File: config.mk
export PLATFORM = sky130hd
export DESIGN_NAME = cged_back
export DESIGN_NICKNAME = d
export VERILOG_FILES = /design/src/design/cged_pkg.sv /design/src/design/cged_back.sv
export VERILOG_INCLUDE_DIRS = /design/src /design/src/design
export SDC_FILE = /design/constraint.sdc
export NUM_CORES = 1
export LEC_CHECK = 0
export ABC_AREA = 1
export BUFFER_PORTS_ARGS = -buffer_cell sky130_fd_sc_hd__buf_2
export CORE_ASPECT_RATIO = 1.2
export CORE_UTILIZATION = 60
export CTS_CLUSTER_SIZE = 20
export DETAILED_ROUTE_END_ITERATION = 10
export PLACE_DENSITY = 0.81
export SETUP_SLACK_MARGIN = 0.2
export SKIP_LAST_GASP = 1
export SLEW_MARGIN = 20
export SYNTH_ARGS = -nofsm -noshare
export SYNTH_HDL_FRONTEND = slang
export SYNTH_SLANG_ARGS = --single-unit
File: constraint.sdc
create_clock -name clk -period 9.5 [get_ports clk]
set_clock_uncertainty 0.1 [all_clocks]
set_input_delay 1.9 -clock clk [delete_from_list [all_inputs] [get_ports clk]]
set_output_delay 1.9 -clock clk [all_outputs]
set_load 0.02 [all_outputs]
File: src/design/cross_gradient_edge_detector_unit_assert.svh
// Assertion macros shared by the edge detector modules.
// Each macro expects signals named clk and rst_n in the module that uses it.
`ifndef CROSS_GRADIENT_EDGE_DETECTOR_UNIT_ASSERT_SVH
`define CROSS_GRADIENT_EDGE_DETECTOR_UNIT_ASSERT_SVH

// A property that must hold at every clock edge outside reset.
`define CGED_ASSERT(lbl, prop, msg) \
  lbl: assert property (@(posedge clk) disable iff (!rst_n) (prop)) else $error(msg);

// An implication checked in the same cycle.
`define CGED_ASSERT_IMP(lbl, ante, cons, msg) \
  lbl: assert property (@(posedge clk) disable iff (!rst_n) (ante) |-> (cons)) else $error(msg);

`endif

File: src/design/cged_pkg.sv
// Package for the cross gradient edge detector: payload types, constants,
// register codes and the per-neighbor gradient function. No dependencies.
`default_nettype none

package cged_pkg;

  localparam int MAX_WIDTH_DEF = 2048;
  localparam int MAX_HEIGHT    = 2048;
  localparam int MIN_SIZE      = 3;
  localparam int ROW_W         = $clog2(MAX_HEIGHT);

  localparam logic [11:0] WIDTH_RST  = 12'd640;
  localparam logic [11:0] HEIGHT_RST = 12'd480;
  localparam logic [7:0]  LOW_RST    = 8'd20;
  localparam logic [7:0]  HIGH_RST   = 8'd120;
  localparam logic [7:0]  SAT_MAX    = 8'd255;

  // Division by three as a multiply by 683 and a shift by 11; exact below 2048.
  localparam int DIV3_MUL = 683;
  localparam int DIV3_SH  = 11;

  localparam int QDEPTH = 4;
  localparam int QPTR_W = $clog2(QDEPTH);
  localparam int QCNT_W = $clog2(QDEPTH + 1);

  typedef enum logic [1:0] {
    REG_IMAGE_WIDTH  = 2'd0,
    REG_IMAGE_HEIGHT = 2'd1,
    REG_LOW_THR      = 2'd2,
    REG_HIGH_THR     = 2'd3
  } reg_idx_t;

  typedef logic [23:0] pix_t;

  typedef struct packed {
    logic [7:0] red;
    logic [7:0] green;
    logic [7:0] blue;
  } in_t;

  typedef struct packed {
    logic [7:0]         edge_value;
    logic signed [11:0] x_offset;
    logic signed [11:0] y_offset;
    logic               is_hit;
    logic               last_of_frame;
  } out_t;

  typedef struct packed {
    logic [11:0] image_width;
    logic [11:0] image_height;
    logic [7:0]  low_threshold;
    logic [7:0]  high_threshold;
  } cfg_t;

  // One interior pixel's neighborhood on its way from the front to the back.
  typedef struct packed {
    pix_t        centre;
    pix_t        up;
    pix_t        down;
    pix_t        left;
    pix_t        right;
    logic [11:0] x_off;
    logic [11:0] y_off;
    logic        last;
  } rec_t;

  function automatic logic [7:0] abs_diff8(input logic [7:0] a, input logic [7:0] b);
    return (a > b) ? (a - b) : (b - a);
  endfunction

  function automatic logic [7:0] neighbor_q(input pix_t p, input pix_t q);
    logic [9:0]  s;
    logic [20:0] prod;
    s = 10'(abs_diff8(p[23:16], q[23:16])) + 10'(abs_diff8(p[15:8], q[15:8]))
      + 10'(abs_diff8(p[7:0], q[7:0]));
    prod = 21'(s) * 21'(DIV3_MUL);
    return prod[DIV3_SH+7:DIV3_SH];
  endfunction

endpackage

`default_nettype wire

File: src/design/cged_back.sv
// Back end: four neighbor gradients, sum with saturation, thresholds and
// the output register. Uses cged_pkg.
`default_nettype none
`include "cross_gradient_edge_detector_unit_assert.svh"

module cged_back (
  input  logic            clk,
  input  logic            rst_n,
  input  logic            q_valid,
  input  cged_pkg::rec_t  q_head,
  output logic            q_pop,
  input  cged_pkg::cfg_t  cfg,
  output logic            out_valid,
  input  logic            out_ready,
  output cged_pkg::out_t  out_data
);

  logic [7:0]     b1_q_r [4];
  logic [11:0]    b1_xo_r, b1_yo_r;
  logic           b1_last_r, b1_v_r;
  logic           b1_ready, out_ld;

  logic [9:0]     sum;
  logic [7:0]     v_sat, v_thr;
  logic           hit;
  cged_pkg::out_t res;
  cged_pkg::out_t out_r;
  logic           out_v_r;

  assign out_ld   = b1_v_r && (!out_v_r || out_ready);
  assign b1_ready = !b1_v_r || out_ld;
  assign q_pop    = q_valid && b1_ready;

  always_ff @(posedge clk) begin
    if (!rst_n) begin
      b1_v_r  <= 1'b0;
      out_v_r <= 1'b0;
    end else begin
      if (b1_ready) begin
        b1_v_r <= q_valid;
      end
      if (out_ld) begin
        out_v_r <= 1'b1;
      end else if (out_ready) begin
        out_v_r <= 1'b0;
      end
    end
  end

  always_ff @(posedge clk) begin
    if (q_pop) begin
      b1_q_r[0] <= cged_pkg::neighbor_q(q_head.centre, q_head.up);
      b1_q_r[1] <= cged_pkg::neighbor_q(q_head.centre, q_head.down);
      b1_q_r[2] <= cged_pkg::neighbor_q(q_head.centre, q_head.left);
      b1_q_r[3] <= cged_pkg::neighbor_q(q_head.centre, q_head.right);
      b1_xo_r   <= q_head.x_off;
      b1_yo_r   <= q_head.y_off;
      b1_last_r <= q_head.last;
    end
    if (out_ld) begin
      out_r <= res;
    end
  end

  always_comb begin
    sum   = 10'(b1_q_r[0]) + 10'(b1_q_r[1]) + 10'(b1_q_r[2]) + 10'(b1_q_r[3]);
    v_sat = (sum > 10'(cged_pkg::SAT_MAX)) ? cged_pkg::SAT_MAX : sum[7:0];
    hit   = (v_sat >= cfg.low_threshold);
    v_thr = hit ? v_sat : 8'd0;
    res.edge_value    = (v_thr > cfg.high_threshold) ? cged_pkg::SAT_MAX : v_thr;
    res.x_offset      = hit ? b1_xo_r : 12'sd0;
    res.y_offset      = hit ? b1_yo_r : 12'sd0;
    res.is_hit        = hit;
    res.last_of_frame = b1_last_r;
  end

  assign out_valid = out_v_r;
  assign out_data  = out_r;

  `CGED_ASSERT_IMP(a_miss_is_blank, out_v_r && !out_r.is_hit, (out_r.edge_value == 8'd0) && (out_r.x_offset == 12'sd0) && (out_r.y_offset == 12'sd0), "non-hit result carries data")

endmodule

`default_nettype wire
After elaboration in Yosys (flattened, before gate mapping)

Memories as Yosys holds them, arrays and structs flattened.
Cells that the tools add are included.

Bits in writable memories: 32
Memories: 1
Register bits: 61
Output and inout port bits: 36

Reductions and logical operators: 7
Muxes and demuxes: 18
$lt $le $gt $ge: 15
Multipliers: 4
Add/sub/neg operators: 35

Memories:

| memory | words | bits a word | read ports | clocked after memory_dff | wr ports | line            | text |
|---|---|---|---|---|---|---|---|
| b1_q_r | 4     | 8           | 4          | 0                        | 4        | cged_back.sv:18 | `logic [7:0] b1_q_r [4];` |

Operator list:

| cell                   | count |
|---|---|
| $sub 8x8->8            | 24 |
| $mux 8                 | 14 |
| $gt 8x8->1             | 13 |
| $mul 10x10->19 const B | 4 |
| $add 9x8->10           | 5 |
| $add 8x8->9            | 5 |
| $add 10x8->10          | 1 |
| $gt 10x8->1 const B    | 1 |
| $ge 8x8->1             | 1 |
| $mux 1                 | 4 |
| $logic_and 1x1->1      | 2 |
| $logic_not 1->1        | 2 |
| $logic_or 1x1->1       | 2 |
| $reduce_bool 2->1      | 1 |

Depth between registers and ports, before layout

Word-level depth: 8
Mapped depth: 44

Least setup slack after synthesis

No wires, ideal clock.

Path kind: input to register
Start: in q_head[137] (netlist bit)
End: mem b1_q_r[0][0] (data pin)
Library setup time: 0.260 ns
Arrival: 8.037 ns
Stages: 34
Slack: 1.103 ns
Cell sequence: inv_1 -> ha_1 -> inv_1 -> fa_1 -> nand2_1 -> nand2_1 -> nand2_1 -> nand2_1 -> nand2_2 -> inv_2 -> nand2_1 -> nand2_1 -> fa_1 -> ha_1 -> inv_1 -> fa_1 -> nand3b_1 -> nand2_1 -> a21oi_1 -> xor2_1 -> ha_1 -> ha_1 -> fa_1 -> fa_1 -> inv_1 -> fa_1 -> inv_1 -> ha_1 -> a21oi_1 -> a21boi_0 -> nand2_1 -> nand2_1 -> nand2_1 -> xor2_1

RTL lines:

| element            | line            | text |
|---|---|---|
| start: declaration | cged_back.sv:10 | `input cged_pkg::rec_t q_head,` |
| end: declaration   | cged_back.sv:18 |  |

==> impl_metrics.yaml <==
final_layout:
  most-common-layout-cells: "nand2_1, inv_1, ha_1"
  final_common_cell: "nand2_1"
  nNetsFinal: 4194
  drive_gt1_share_pct: 8.705
  syn_to_final_growth_pct: 8.341
  final-seq-area_um2: 2773
  multi_input_area_um2: 17390
  fill_cells: 3349
timing:
  finalSetupTns_ns: 0
  timing.fmax_mhz: 113.2
  grt_setup_unrepaired: "yes"
  slew_headroom_pct: 32.45
  fin_crit_ns: 8.832
  drv_slew: 0
  hold_viol_final: 0
  worstMarginPinSlew_ns: 1.011
  finalCritPeriodShare_pct: 92.97
  setup_viol: 0
cts:
  cts_hold_buf: 0
  clock_sinks: 93
  root_buffer: "clkbuf_16"
  clk_pin_slew_ns: 0.07
  clk_latency_ns: 0.35
  cts_made_buffers: 9
  cts_max_path_buffers: 2
  htreeDepth: 3
  cts_tree: "done"
routing:
  routed_wl_um: 58150
  dr_total_vias: 20403
  vias_per_cell: 5.265
  dr.pass1.iters: 5
  ant_nets: 0
  drc: 0
  first_iter_violations: 963
  wl_per_cell_um: 15.01
grt:
  globalRouteOverflowTotal: 0
  grt_pass1_wl_um: 96010
  grt_max_degree: 58
  grt_usage_pct: 30.18
  antenna_found_initial: 15
  grt_pass1_vias: 20519
synthesis:
  yosys.area.top_type: "ha_1"
  synthesis.nets: 3995
  ys_types: 43
  synth_simple_gate_area_share_pct: 20.52
  yosys-top-cells-area: "ha_1, fa_1, nand2_1"
  yosys.area_share.adder_pct: 38.88
  synth_top_family_by_area: "adder cells"
  ys_ff_latch: 93
  netlist_area_um2: 23070
  synth_top_area_share_pct: 25.00
  yosysSeqAreaShare_pct: 12.02
  syn_avg_cell_area_um2: 7.244
  yosys_warnings: 0
  synth.mux.area_fraction_pct: 0
  synth_xor_xnor_area_share_pct: 6.470
  synth_cells: 3185
  synth_compound_area_share_pct: 9.333
outcome:
  status: "finished clean"
floorplanning:
  die_y_um: 216.8
  core_area_um2: 37870
  num_rows: 78
  die_w_um: 181.0
  initial_core_util_pct: 60.93
  die-area_um2: 39240
  ioPinCount: 225
critical_path:
  rrSetupSlack_ns: 3.40
  startpoint_type: "primary input"
  crit_slowest_cell: "fa_1"
  path_common_cell: "nand2_1"
  worstPathArrival_ns: 8.84
  required_ns: 9.50
  path_max_fanout: 5
  end_kind: "flop"
  critical-path-max-stage-delay_ns: 0.59
  path_class: "in -> reg"
placement:
  dp_hpwl_um: 51590
  gp_congestion: 0.9504
  io_buffer_count: 200
worst_hold_path:
  min_path_type: "reg -> reg"
run:
  cap_violations: 0
## worst paths after layout
check                         start                          to  cells past startpoint
min             b1_last_r$_DFFE_PP_       out_data[0]$_DFFE_PP_                      0
min reg2reg     b1_last_r$_DFFE_PP_       out_data[0]$_DFFE_PP_                      0
max reg2reg  b1_q_r[3][1]$_DFFE_PP_  out_data[30]$_SDFFCE_PN1P_                     26
max                     q_head[121]      b1_q_r[3][7]$_DFFE_PP_                     40
## layout make-up
class	instances	area share, %
multi-input cells	2323	69.56
flip-flops and latches	93	11.09
inverters	737	11.07
repair buffers	220	4.605
well taps	480	2.403
clock buffers	9	0.9010
clock inverters	7	0.3153
diodes	6	0.06007
## cell usage after synthesis (all sizes together)
cell type and n:
clkinv 1, nand3b 5, a21oi 205, o21a 4
nand3 123, buf 28, inv 736, and2 2
o21ai 77, edfxtp 91, a21boi 15, o21bai 34
a31oi 7, ha 461, nor2 124, xnor2 32
nor3 28, xor2 135, nor4 7, fa 160
o211ai 11, nand2 840, o2111ai 2, o31ai 2
a21o 18, nand4 29, dfxtp 2, clkbuf 4
or2 2
## critical path: cells and delay by family
family                     cells  cell delay (ns)
and+or+nand+nor               19             1.97
buffers and inverters         10             0.88
adders and majority gates     10             3.88
xor gates and xnor gates       1             0.19
## flip-flops by register name, summed over array words and instances (netlist names)
register,count
b1_last_r,1
b1_v_r,1
out_valid,1
b1_xo_r,12
out_data,34
b1_q_r,32
b1_yo_r,12
## per-layer routing
metal / global-route usage [%] / share of wire, % / up-vias
met4: 16.05 / 5.7 / 18
met1: 34.35 / 41 / 9392
met3: 3.815 / 4.2 / 147
met2: 55.01 / 49 / 482
li1: - / - / 10364
met5: 0 / 0.21 / -
## through the flow
| step | cell area (um^2) | utilization (%) | hold slack (ns) | instances | worst slack (ns) |
|---|---|---|---|---|---|
| 3_3_place_gp | 24610 | 64.99 | 0.3053 | 3847 | 0.3291 |
| 6_report | 25000 | 66.01 | 0.3146 | 3875 | 0.6680 |
| 5_1_grt | 24990 | 65.99 | 0.3274 | 3872 | 0.1601 |
| 2_1_floorplan | 23070 | - | 0.3003 | 3185 | 1.103 |
| 4_1_cts | 24910 | 65.79 | 0.3185 | 3863 | 0.5757 |
| 3_5_place_dp | 24610 | 64.99 | 0.3099 | 3847 | 0.1958 |
## cell families (layout without fill, tap and decap cells)
family                     count (synthesis)  count (layout)
DFF                                       93              93
buffers and inverters                    769             973
AOI/OAI and AO/OA                        375             375
and+or+nand+nor                         1160            1160
xor gates and xnor gates                 167             167
other                                      0               6
adders and majority gates                621             621
## repair_timing
action / 4_1_cts / 5_1_grt
setup buffers: 0 / 6
gates resized for setup: 0 / 8
setup endpoints to repair: 0 / 19
endpoints found under the hold margin: 0 / 0
Power is left out: the tool's default activity adds up to more than one toggle a clock period on the data nets, which glitch-free logic cannot reach.
