<file path="src/design/cross_gradient_edge_detector_unit_assert.svh">
// Assertion macros shared by the edge detector modules.
// Each macro expects signals named clk and rst_n in the module that uses it.
`ifndef CROSS_GRADIENT_EDGE_DETECTOR_UNIT_ASSERT_SVH
`define CROSS_GRADIENT_EDGE_DETECTOR_UNIT_ASSERT_SVH

// A property that must hold at every clock edge outside reset.
`define CGED_ASSERT(lbl, prop, msg) \
  lbl: assert property (@(posedge clk) disable iff (!rst_n) (prop)) else $error(msg);

// An implication checked in the same cycle.
`define CGED_ASSERT_IMP(lbl, ante, cons, msg) \
  lbl: assert property (@(posedge clk) disable iff (!rst_n) (ante) |-> (cons)) else $error(msg);

`endif

</file>
<file path="src/design/cged_pkg.sv">
// Package for the cross gradient edge detector: payload types, constants,
// register codes and the per-neighbor gradient function. No dependencies.
`default_nettype none

package cged_pkg;

  localparam int MAX_WIDTH_DEF = 2048;
  localparam int MAX_HEIGHT    = 2048;
  localparam int MIN_SIZE      = 3;
  localparam int ROW_W         = $clog2(MAX_HEIGHT);

  localparam logic [11:0] WIDTH_RST  = 12'd640;
  localparam logic [11:0] HEIGHT_RST = 12'd480;
  localparam logic [7:0]  LOW_RST    = 8'd20;
  localparam logic [7:0]  HIGH_RST   = 8'd120;
  localparam logic [7:0]  SAT_MAX    = 8'd255;

  // Division by three as a multiply by 683 and a shift by 11; exact below 2048.
  localparam int DIV3_MUL = 683;
  localparam int DIV3_SH  = 11;

  localparam int QDEPTH = 4;
  localparam int QPTR_W = $clog2(QDEPTH);
  localparam int QCNT_W = $clog2(QDEPTH + 1);

  typedef enum logic [1:0] {
    REG_IMAGE_WIDTH  = 2'd0,
    REG_IMAGE_HEIGHT = 2'd1,
    REG_LOW_THR      = 2'd2,
    REG_HIGH_THR     = 2'd3
  } reg_idx_t;

  typedef logic [23:0] pix_t;

  typedef struct packed {
    logic [7:0] red;
    logic [7:0] green;
    logic [7:0] blue;
  } in_t;

  typedef struct packed {
    logic [7:0]         edge_value;
    logic signed [11:0] x_offset;
    logic signed [11:0] y_offset;
    logic               is_hit;
    logic               last_of_frame;
  } out_t;

  typedef struct packed {
    logic [11:0] image_width;
    logic [11:0] image_height;
    logic [7:0]  low_threshold;
    logic [7:0]  high_threshold;
  } cfg_t;

  // One interior pixel's neighborhood on its way from the front to the back.
  typedef struct packed {
    pix_t        centre;
    pix_t        up;
    pix_t        down;
    pix_t        left;
    pix_t        right;
    logic [11:0] x_off;
    logic [11:0] y_off;
    logic        last;
  } rec_t;

  function automatic logic [7:0] abs_diff8(input logic [7:0] a, input logic [7:0] b);
    return (a > b) ? (a - b) : (b - a);
  endfunction

  function automatic logic [7:0] neighbor_q(input pix_t p, input pix_t q);
    logic [9:0]  s;
    logic [20:0] prod;
    s = 10'(abs_diff8(p[23:16], q[23:16])) + 10'(abs_diff8(p[15:8], q[15:8]))
      + 10'(abs_diff8(p[7:0], q[7:0]));
    prod = 21'(s) * 21'(DIV3_MUL);
    return prod[DIV3_SH+7:DIV3_SH];
  endfunction

endpackage

`default_nettype wire

</file>
<file path="src/design/cged_fifo.sv">
// Short queue between the front end and the gradient back end.
// Holds cged_pkg::rec_t entries; uses cged_pkg.
`default_nettype none
`include "cross_gradient_edge_detector_unit_assert.svh"

module cged_fifo (
  input  logic                         clk,
  input  logic                         rst_n,
  input  logic                         push,
  input  cged_pkg::rec_t               push_rec,
  input  logic                         pop,
  output logic                         not_empty,
  output cged_pkg::rec_t               head,
  output logic [cged_pkg::QCNT_W-1:0]  level
);

  cged_pkg::rec_t                  entries [cged_pkg::QDEPTH];
  logic [cged_pkg::QPTR_W-1:0]     wr_ptr_r, rd_ptr_r;
  logic [cged_pkg::QCNT_W-1:0]     cnt_r, cnt_nxt;

  always_comb begin
    cnt_nxt = cnt_r;
    if (push && !pop) begin
      cnt_nxt = cnt_r + cged_pkg::QCNT_W'(1);
    end else if (pop && !push) begin
      cnt_nxt = cnt_r - cged_pkg::QCNT_W'(1);
    end
  end

  always_ff @(posedge clk) begin
    if (!rst_n) begin
      wr_ptr_r <= '0;
      rd_ptr_r <= '0;
      cnt_r    <= '0;
    end else begin
      cnt_r <= cnt_nxt;
      if (push) begin
        wr_ptr_r <= wr_ptr_r + cged_pkg::QPTR_W'(1);
      end
      if (pop) begin
        rd_ptr_r <= rd_ptr_r + cged_pkg::QPTR_W'(1);
      end
    end
  end

  always_ff @(posedge clk) begin
    if (push) begin
      entries[wr_ptr_r] <= push_rec;
    end
  end

  assign not_empty = (cnt_r != '0);
  assign head      = entries[rd_ptr_r];
  assign level     = cnt_r;

  `CGED_ASSERT_IMP(a_no_overflow, push && !pop, cnt_r != cged_pkg::QCNT_W'(cged_pkg::QDEPTH), "queue overflow")
  `CGED_ASSERT_IMP(a_no_underflow, pop, cnt_r != '0, "queue underflow")

endmodule

`default_nettype wire

</file>
<file path="config.mk">
export PLATFORM = sky130hd
export DESIGN_NAME = cged_fifo
export DESIGN_NICKNAME = d
export VERILOG_FILES = /design/src/design/cged_pkg.sv /design/src/design/cged_fifo.sv
export VERILOG_INCLUDE_DIRS = /design/src /design/src/design
export SDC_FILE = /design/constraint.sdc
export NUM_CORES = 1
export LEC_CHECK = 0
export ABC_AREA = 1
export BUFFER_PORTS_ARGS = -buffer_cell sky130_fd_sc_hd__clkbuf_2
export CORE_UTILIZATION = 61
export CTS_CLUSTER_SIZE = 40
export DETAILED_ROUTE_END_ITERATION = 8
export PLACE_DENSITY = 0.86
export SYNTH_ARGS = -nofsm -noshare
export SYNTH_HDL_FRONTEND = slang
export SYNTH_SLANG_ARGS = --single-unit
</file>
<file path="constraint.sdc">
create_clock -name clk -period 11.3 [get_ports clk]
set_input_delay 0 -clock clk [delete_from_list [all_inputs] [get_ports clk]]
set_output_delay 0 -clock clk [all_outputs]
set_load 0.05 [all_outputs]
</file>
* Word level (Yosys, flattened, before mapping)
Memories as Yosys holds them, arrays and structs flattened. A register that Yosys moved wholly into a read port is not among the register bits. Cells that the tools add are included.
Word-level totals: input port bits 149, logic and storage cells 20, memory bits (writable) 580, output and inout port bits 149, memories 1, register bits 7
Memories:
- entries | depth 4, width 145, rd ports 1, clocked after memory_dff 1, wr ports 1, line cged_fifo.sv:17 | cged_pkg::rec_t entries [cged_pkg::QDEPTH];
Cells by class: reduce and logical (&&, ||, !) cells 6, multiplexer cells 6, add/sub/neg operators 4
Operator list (count):
- 3-bit 2-to-1 mux | 2
- 2-bit by 1-bit adder with 2-bit output (second input constant) | 2
- 2-bit 2-to-1 mux | 2
- 3-bit by 1-bit adder with 3-bit output (second input constant) | 1
- 3-bit nonzero test | 1
- 3-bit by 1-bit subtractor with 3-bit output (second input constant) | 1
- 1-bit logical AND | 2
- 1-bit logical NOT | 2
- 1-bit 2-to-1 mux | 2
- 2-bit nonzero test | 1

* Depth between registers and ports, before layout
Gate-level depths: netlist of the first run.
word-level depth 4, depth in mapped cells 10, depth with buffers taken out 10

* Least setup slack after synthesis of the first run
Ideal clock, no wire load.
path type register to register, from register wr_ptr_r[0] (netlist bit), to memory entries[2][0] (netlist bit), enable pin, buffers on the path 0, library setup time 0.498 ns, stages on the path, launching flop included 5, arrival time 3.378 ns, data required time 10.802 ns, path slack 7.424 ns, period minus slack after synthesis 3.876 ns, cells stage by stage dfxtp_1 > inv_1 > ha_1 > nand2_1 > inv_1
RTL lines:
- start: declaration | line cged_fifo.sv:18 | logic [cged_pkg::QPTR_W-1:0] wr_ptr_r, rd_ptr_r;
- start signal: assignment | line cged_fifo.sv:38 | wr_ptr_r <= wr_ptr_r + cged_pkg::QPTR_W'(1);
- end: declaration | line cged_fifo.sv:17
Straight into the memory's write port.

==> results.json, run 1 <==
{
  "cp_max_fo": 115,
  "nNetsFinal": 2032,
  "cp-start-kind": "register",
  "hold_class": "input pin to register",
  "p_per_area_nw_per_um2": 187,
  "io_buffers": 297,
  "synth_top_cell_by_area": "edfxtp_1",
  "cpMostUsedCell": "buf_4",
  "grt_pass1_vias": 14485,
  "crit_arrival_ps": 3840,
  "cts_buffers": 54,
  "rsz0062_at_grt": "false",
  "fmax_mhz": 261,
  "crit_path_top_delay_cell": "buf_4",
  "crit_path_end_kind": "output pin",
  "drive_above_1_share_pct": 20.2,
  "slew_headroom_pct": 18.6,
  "crit_path_max_incr_delay_ps": 890,
  "clk_path_buf_depth": 3,
  "p_leak_uw": 0.00944,
  "pin_count": 298,
  "ys_warn_count": 0,
  "r2r_cells": 5,
  "r2r_start": "wr_ptr_r[1]",
  "fill_cells": 1823,
  "clkTransAtPathRegs_ps": 70,
  "hold_depth": 2,
  "clock_latency_ps": 610,
  "start_util_pct": 62.5,
  "hp-start": "push_rec[25]",
  "fin_setup_tns_ps": 0,
  "synthesis.area_um2": 21800,
  "drc_errors": 0,
  "status": "finished clean",
  "setup_violations": 0,
  "grt_max_degree": 180,
  "die_y_um": 191,
  "antenna_found_initial": 4,
  "synth_top_area_share_pct": 79.9,
  "hold_ws_ps": 146,
  "power.total_uw": 5000,
  "grt_usage_pct": 29.3,
  "cts_resized": 0,
  "synth_cell_types": 17,
  "final_common_cell": "edfxtp_1",
  "design.die.area_um2": 36500,
  "grt_pass1_wl_um": 80400,
  "cts_tree": "done",
  "post_cts_buffers": 0,
  "wl_per_cell_um": 22.5,
  "max_cap_violations": 0,
  "vias": 14410,
  "htree_num_levels": 2,
  "clock-sinks": 589,
  "place_congestion": 0.757,
  "rows": 68,
  "grt_remaining_overflow": 0,
  "post-route-period-util_pct": 34.0,
  "dpl.hpwl_um": 25700,
  "mostFrequentLayoutCells": "edfxtp_1 (580), clkbuf_2 (297), nor2_1 (296), o21ai_0 (296), dlygate4sd3_1 (148)",
  "ys_ff_latch": 589,
  "hold_viol_final": 0,
  "skew_ps": 36.9,
  "coreArea_um2": 34900,
  "syn_inst": 1460,
  "peakVddDrop_mv": 0.186,
  "antenna_left": 0,
  "crit_required_ps": 11300,
  "layout_min_cycle_time_ps": 3840,
  "drt_pass1_iterations": 5,
  "path_cells": "buf_4, buf_4, o21ai_0, o22ai_1, clkbuf_2",
  "area_delta_synth_final_pct": 22.4,
  "synth.avg_cell_area_um2": 14.9,
  "avgViaCountPerCell": 6.05,
  "ys_top_cells_by_area": "edfxtp_1 (80%), o21ai_0 (6.8%), nor2_1 (5.1%), o22ai_1 (4.2%), clkbuf_1 (1.1%)",
  "hold_buffers": 148,
  "syn-num-nets": 1615,
  "root_buffer": "clkbuf_16",
  "tightest_slew_ps": 1220,
  "synth_seq_area_share_pct": 80.7,
  "critPathKind": "register to output pin",
  "routed_wl_um": 53600,
  "drt-initial-drc-count": 1513,
  "slew_violations": 0,
  "die_x_um": 191
}
-- synthesized netlist by cell type (all sizes together) --
library cell,count
a21oi,4
edfxtp,580
buf,34
nand4,1
o21ai,296
nand2,10
ha,5
dfxtp,9
nor2,296
clkbuf,61
fa,1
inv,17
o22ai,145
nand3,1
-- path summary, 6_finish.rpt --
path,endpoint,slack [ps]
worst max-delay path,head[116],7460
worst min-delay path,entries[0][25],150
worst max register to register,entries[1][48],8490
worst min register to register,register,450
-- cell type report --
type	instances	area [um2]	share of cell area, %
Clock inverter	24	204	0.764
Inverter	17	93.8	0.352
Timing Repair Buffer	456	3050	11.4
Tap cell	455	569	2.13
Antenna cell	6	15.0	0.0563
Multi-Input combinational cell	759	3650	13.7
Sequential cell	589	17600	66.0
Clock buffer	75	1500	5.63
-- metrics by stage --
step	utilization [%]	cells	worst slack, ps	cell area, um2
floorplan	-	1460	7420	21800
CTS	76.5	2375	7640	26700
global route	76.5	2377	7380	26700
global placement	67.3	2128	8540	23500
detailed placement	67.3	2128	8310	23500
finish	76.5	2381	7460	26700
-- critical path, delay by kind of cell (launching register included) --
family	cells	cell delay (ps)
flip-flops	1	380
AO/OA/AOI/OAI	2	680
buffers and inverters	3	1940
-- layer usage --
metal  vias to the layer above  track usage (%)  wire length [um]
met5                         -                0                10
met4                         2             9.91              1290
met3                       105             7.33              5180
met2                       797             51.3             27800
met1                      7137             35.5             19300
li1                       6369                -                 -
-- flip-flops by register name, summed over array words and instances (netlist names), named ones only --
register	flops
wr_ptr_r	2
level	3
entries	580
rd_ptr_r	2
-- logic make-up (layout without fill, tap and decap cells) --
kind of cell	count (synthesis)	count (layout)	synth area share, %
buffers and inverters	112	572	2.52
AND/OR/NAND/NOR	308	308	5.32
flip-flops	589	589	80.7
AO/OA/AOI/OAI	445	445	11.0
other	0	6	0
adder cells (fa/ha/maj)	6	6	0.379
-- where the power goes --
part / internal [uW] / switching, uW / leakage (uW)
logic: 161 / 547 / 0.00321
clock network: 996 / 775 / 0.000828
registers: 2500 / 24.5 / 0.00540
(Power assumes the default switching activity.)
==> run 2: changes to the inputs <==
ABC_AREA = 0   (was 1)
CORE_UTILIZATION = 51   (was 61)
PLACE_DENSITY = 0.77   (was 0.86)
clock period = 3.2 ns   (was 11.3 ns; I/O delays follow)
==> results.json, run 2 <==
{
  "violations": "design-rule violations",
  "p_leak_uw": 0.00924,
  "die_x_um": 207,
  "place_congestion": 0.711,
  "r2r_slack_ps": 1300,
  "crit_required_ps": 3200,
  "post-route-period-util_pct": 76.4,
  "grt_remaining_overflow": 0,
  "synth.avg_cell_area_um2": 26.7,
  "ys_warn_count": 0,
  "synth_top_cell_by_area": "edfxtp_1",
  "crit_path_end_kind": "output pin",
  "drc_errors": 38,
  "r2r_cells": 4,
  "dpl.hpwl_um": 24100,
  "clock_latency_ps": 600,
  "hold_class": "input pin to register",
  "synth_seq_area_share_pct": 82.5,
  "antenna_left": 0,
  "grt_usage_pct": 20.0,
  "peakVddDrop_mv": 0.490,
  "rsz0062_at_grt": "false",
  "grt_max_degree": 51,
  "grt_pass1_wl_um": 62600,
  "fmax_mhz": 409,
  "syn_inst": 799,
  "synthesis.area_um2": 21300,
  "slew_violations": 0,
  "setup_violations": 0,
  "rr_endpoint": "entries[2][97]",
  "cts_buffers": 56,
  "mostFrequentLayoutCells": "edfxtp_1 (580), clkbuf_2 (297), dlygate4sd3_1 (149)",
  "cp_max_fo": 47,
  "critPathKind": "register to output pin",
  "layout_min_cycle_time_ps": 2440,
  "start_util_pct": 52.0,
  "status": "complete, but fails checks",
  "fin_setup_tns_ps": 0,
  "io_buffers": 297,
  "largest_register_ffs": 580,
  "wl_per_cell_um": 22.6,
  "hold_viol_final": 0,
  "vias": 10134,
  "pin_count": 298,
  "hp-start": "push_rec[11]",
  "crit_arrival_ps": 2440,
  "synth_edf_count": 580,
  "ys.flop_type": "edfxtp_1",
  "cts_tree": "done",
  "design.die.area_um2": 42600,
  "r2r_start": "wr_ptr_r[0]",
  "drt-initial-drc-count": 624,
  "rows": 74,
  "routed_wl_um": 42400,
  "skew_ps": 18.7,
  "hold_depth": 2,
  "clkTransAtPathRegs_ps": 70,
  "nNetsFinal": 1446,
  "root_buffer": "clkbuf_16",
  "min_to": "entries[1][11]",
  "syn-num-nets": 954,
  "synth_top_area_share_pct": 81.7,
  "largest-register": "entries",
  "power.total_uw": 18300,
  "die_y_um": 207,
  "final_common_cell": "edfxtp_1",
  "drive_above_1_share_pct": 41.6,
  "clock-sinks": 589,
  "drt_pass1_iterations": 7,
  "slew_headroom_pct": 54.6,
  "htree_num_levels": 2,
  "synth_cell_types": 19,
  "ys_ff_latch": 589,
  "area_delta_synth_final_pct": 26.5,
  "p_per_area_nw_per_um2": 676,
  "cp-start-kind": "register",
  "antenna_found_initial": 7,
  "post-synth-top-count-cell": "edfxtp_1",
  "clk_path_buf_depth": 3,
  "synth_common_cells": "edfxtp_1 (580), mux4_2 (145), buf_2 (16), and2_1 (9), dfxtp_1 (9)",
  "avgViaCountPerCell": 5.41,
  "tightest_slew_ps": 680,
  "max_cap_violations": 0,
  "coreArea_um2": 41000,
  "grt_pass1_vias": 11180,
  "ys_top_cells_by_area": "edfxtp_1 (82%), mux4_2 (15%), dfxtp_1 (0.84%), buf_2 (0.38%), buf_6 (0.37%)",
  "synthArstFlopShare_pct": 0
}
[run 2: cell types whose count changed in the layout (fill, tap and decap cells not counted), sizes merged, moves of 145 or more]
cell / before / now
mux4: 0 / 145
nor2: 296 / 0
o21ai: 296 / 1
o22ai: 145 / 0
[run 2: through the flow]
step | hold WS (ps) | util, % | std cells | cell area [um2] | setup slack, ps
6_report | 162 | 65.8 | 1874 | 27000 | 756
5_1_grt | 142 | 65.8 | 1873 | 27000 | 662
4_1_cts | 114 | 65.8 | 1868 | 27000 | 699
3_5_place_dp | 218 | 57.6 | 1616 | 23600 | 1280
3_3_place_gp | 213 | 57.6 | 1616 | 23600 | 1270
2_1_floorplan | 98.9 | - | 799 | 21300 | 437
[run 2: worst max-delay path, cell delays in order (launching register included)]
cell,delay (ps)
dfxtp_4,750
buf_12,360
mux4_2,380
clkbuf_2,270
[run 2: metal layers]
metal / wire length [um] / GRT usage (%) / share of wire [%] / vias up
met2: 21900 / 34.2 / 52 / 372
met5: 10 / 0 / 0.024 / -
met4: 998 / 7.22 / 2.4 / 2
li1: - / - / - / 4458
met1: 16100 / 24.8 / 38 / 5235
met3: 3400 / 5.03 / 8.0 / 67
[run 2: worst max path at each step]
stage | to | slack, ps
floorplan | entries[2][0] | 440
detailed placement | entries[2][97] | 1280
global placement | entries[2][97] | 1270
CTS | head[16] | 700
finish | head[103] | 760
global route | head[103] | 660
[run 2: timing repair]
item / 4_1_cts / 5_1_grt
hold buffers: 149 / 0
gates resized for setup: 0 / 0
buffers inserted: 0 / 0
hold endpoints to repair: 589 / 0
[run 2: area by class of cell]
class | instances | area, um2
multi-input cells | 174 | 3520
repair buffers | 466 | 3320
fillers | 2592 | 14000
clock buffers | 66 | 1470
flip-flops and latches | 589 | 17600
well taps | 532 | 666
inverters | 4 | 15.0
diodes | 6 | 15.0
clock inverters | 37 | 380
[run 2: report_power, final]
group / internal (uW) / total, uW / switching [uW]
sequential: 8860 / 8970 / 106
clock: 3800 / 6590 / 2800
combinational: 861 / 2690 / 1830
total: 13500 / 18300 / 4730
[run 2: logic make-up (layout without fill, tap and decap cells)]
group | after synthesis | in the layout | synth area share, %
other | 0 | 6 | 0
adders and majority gates | 6 | 6 | 0.387
xor gates and xnor gates | 5 | 5 | 0.205
AOI/OAI and AO/OA | 2 | 2 | 0.0587
buffers and inverters | 36 | 573 | 1.04
and+or+nand+nor | 14 | 14 | 0.399
DFF | 589 | 589 | 82.5
muxes | 147 | 147 | 15.4
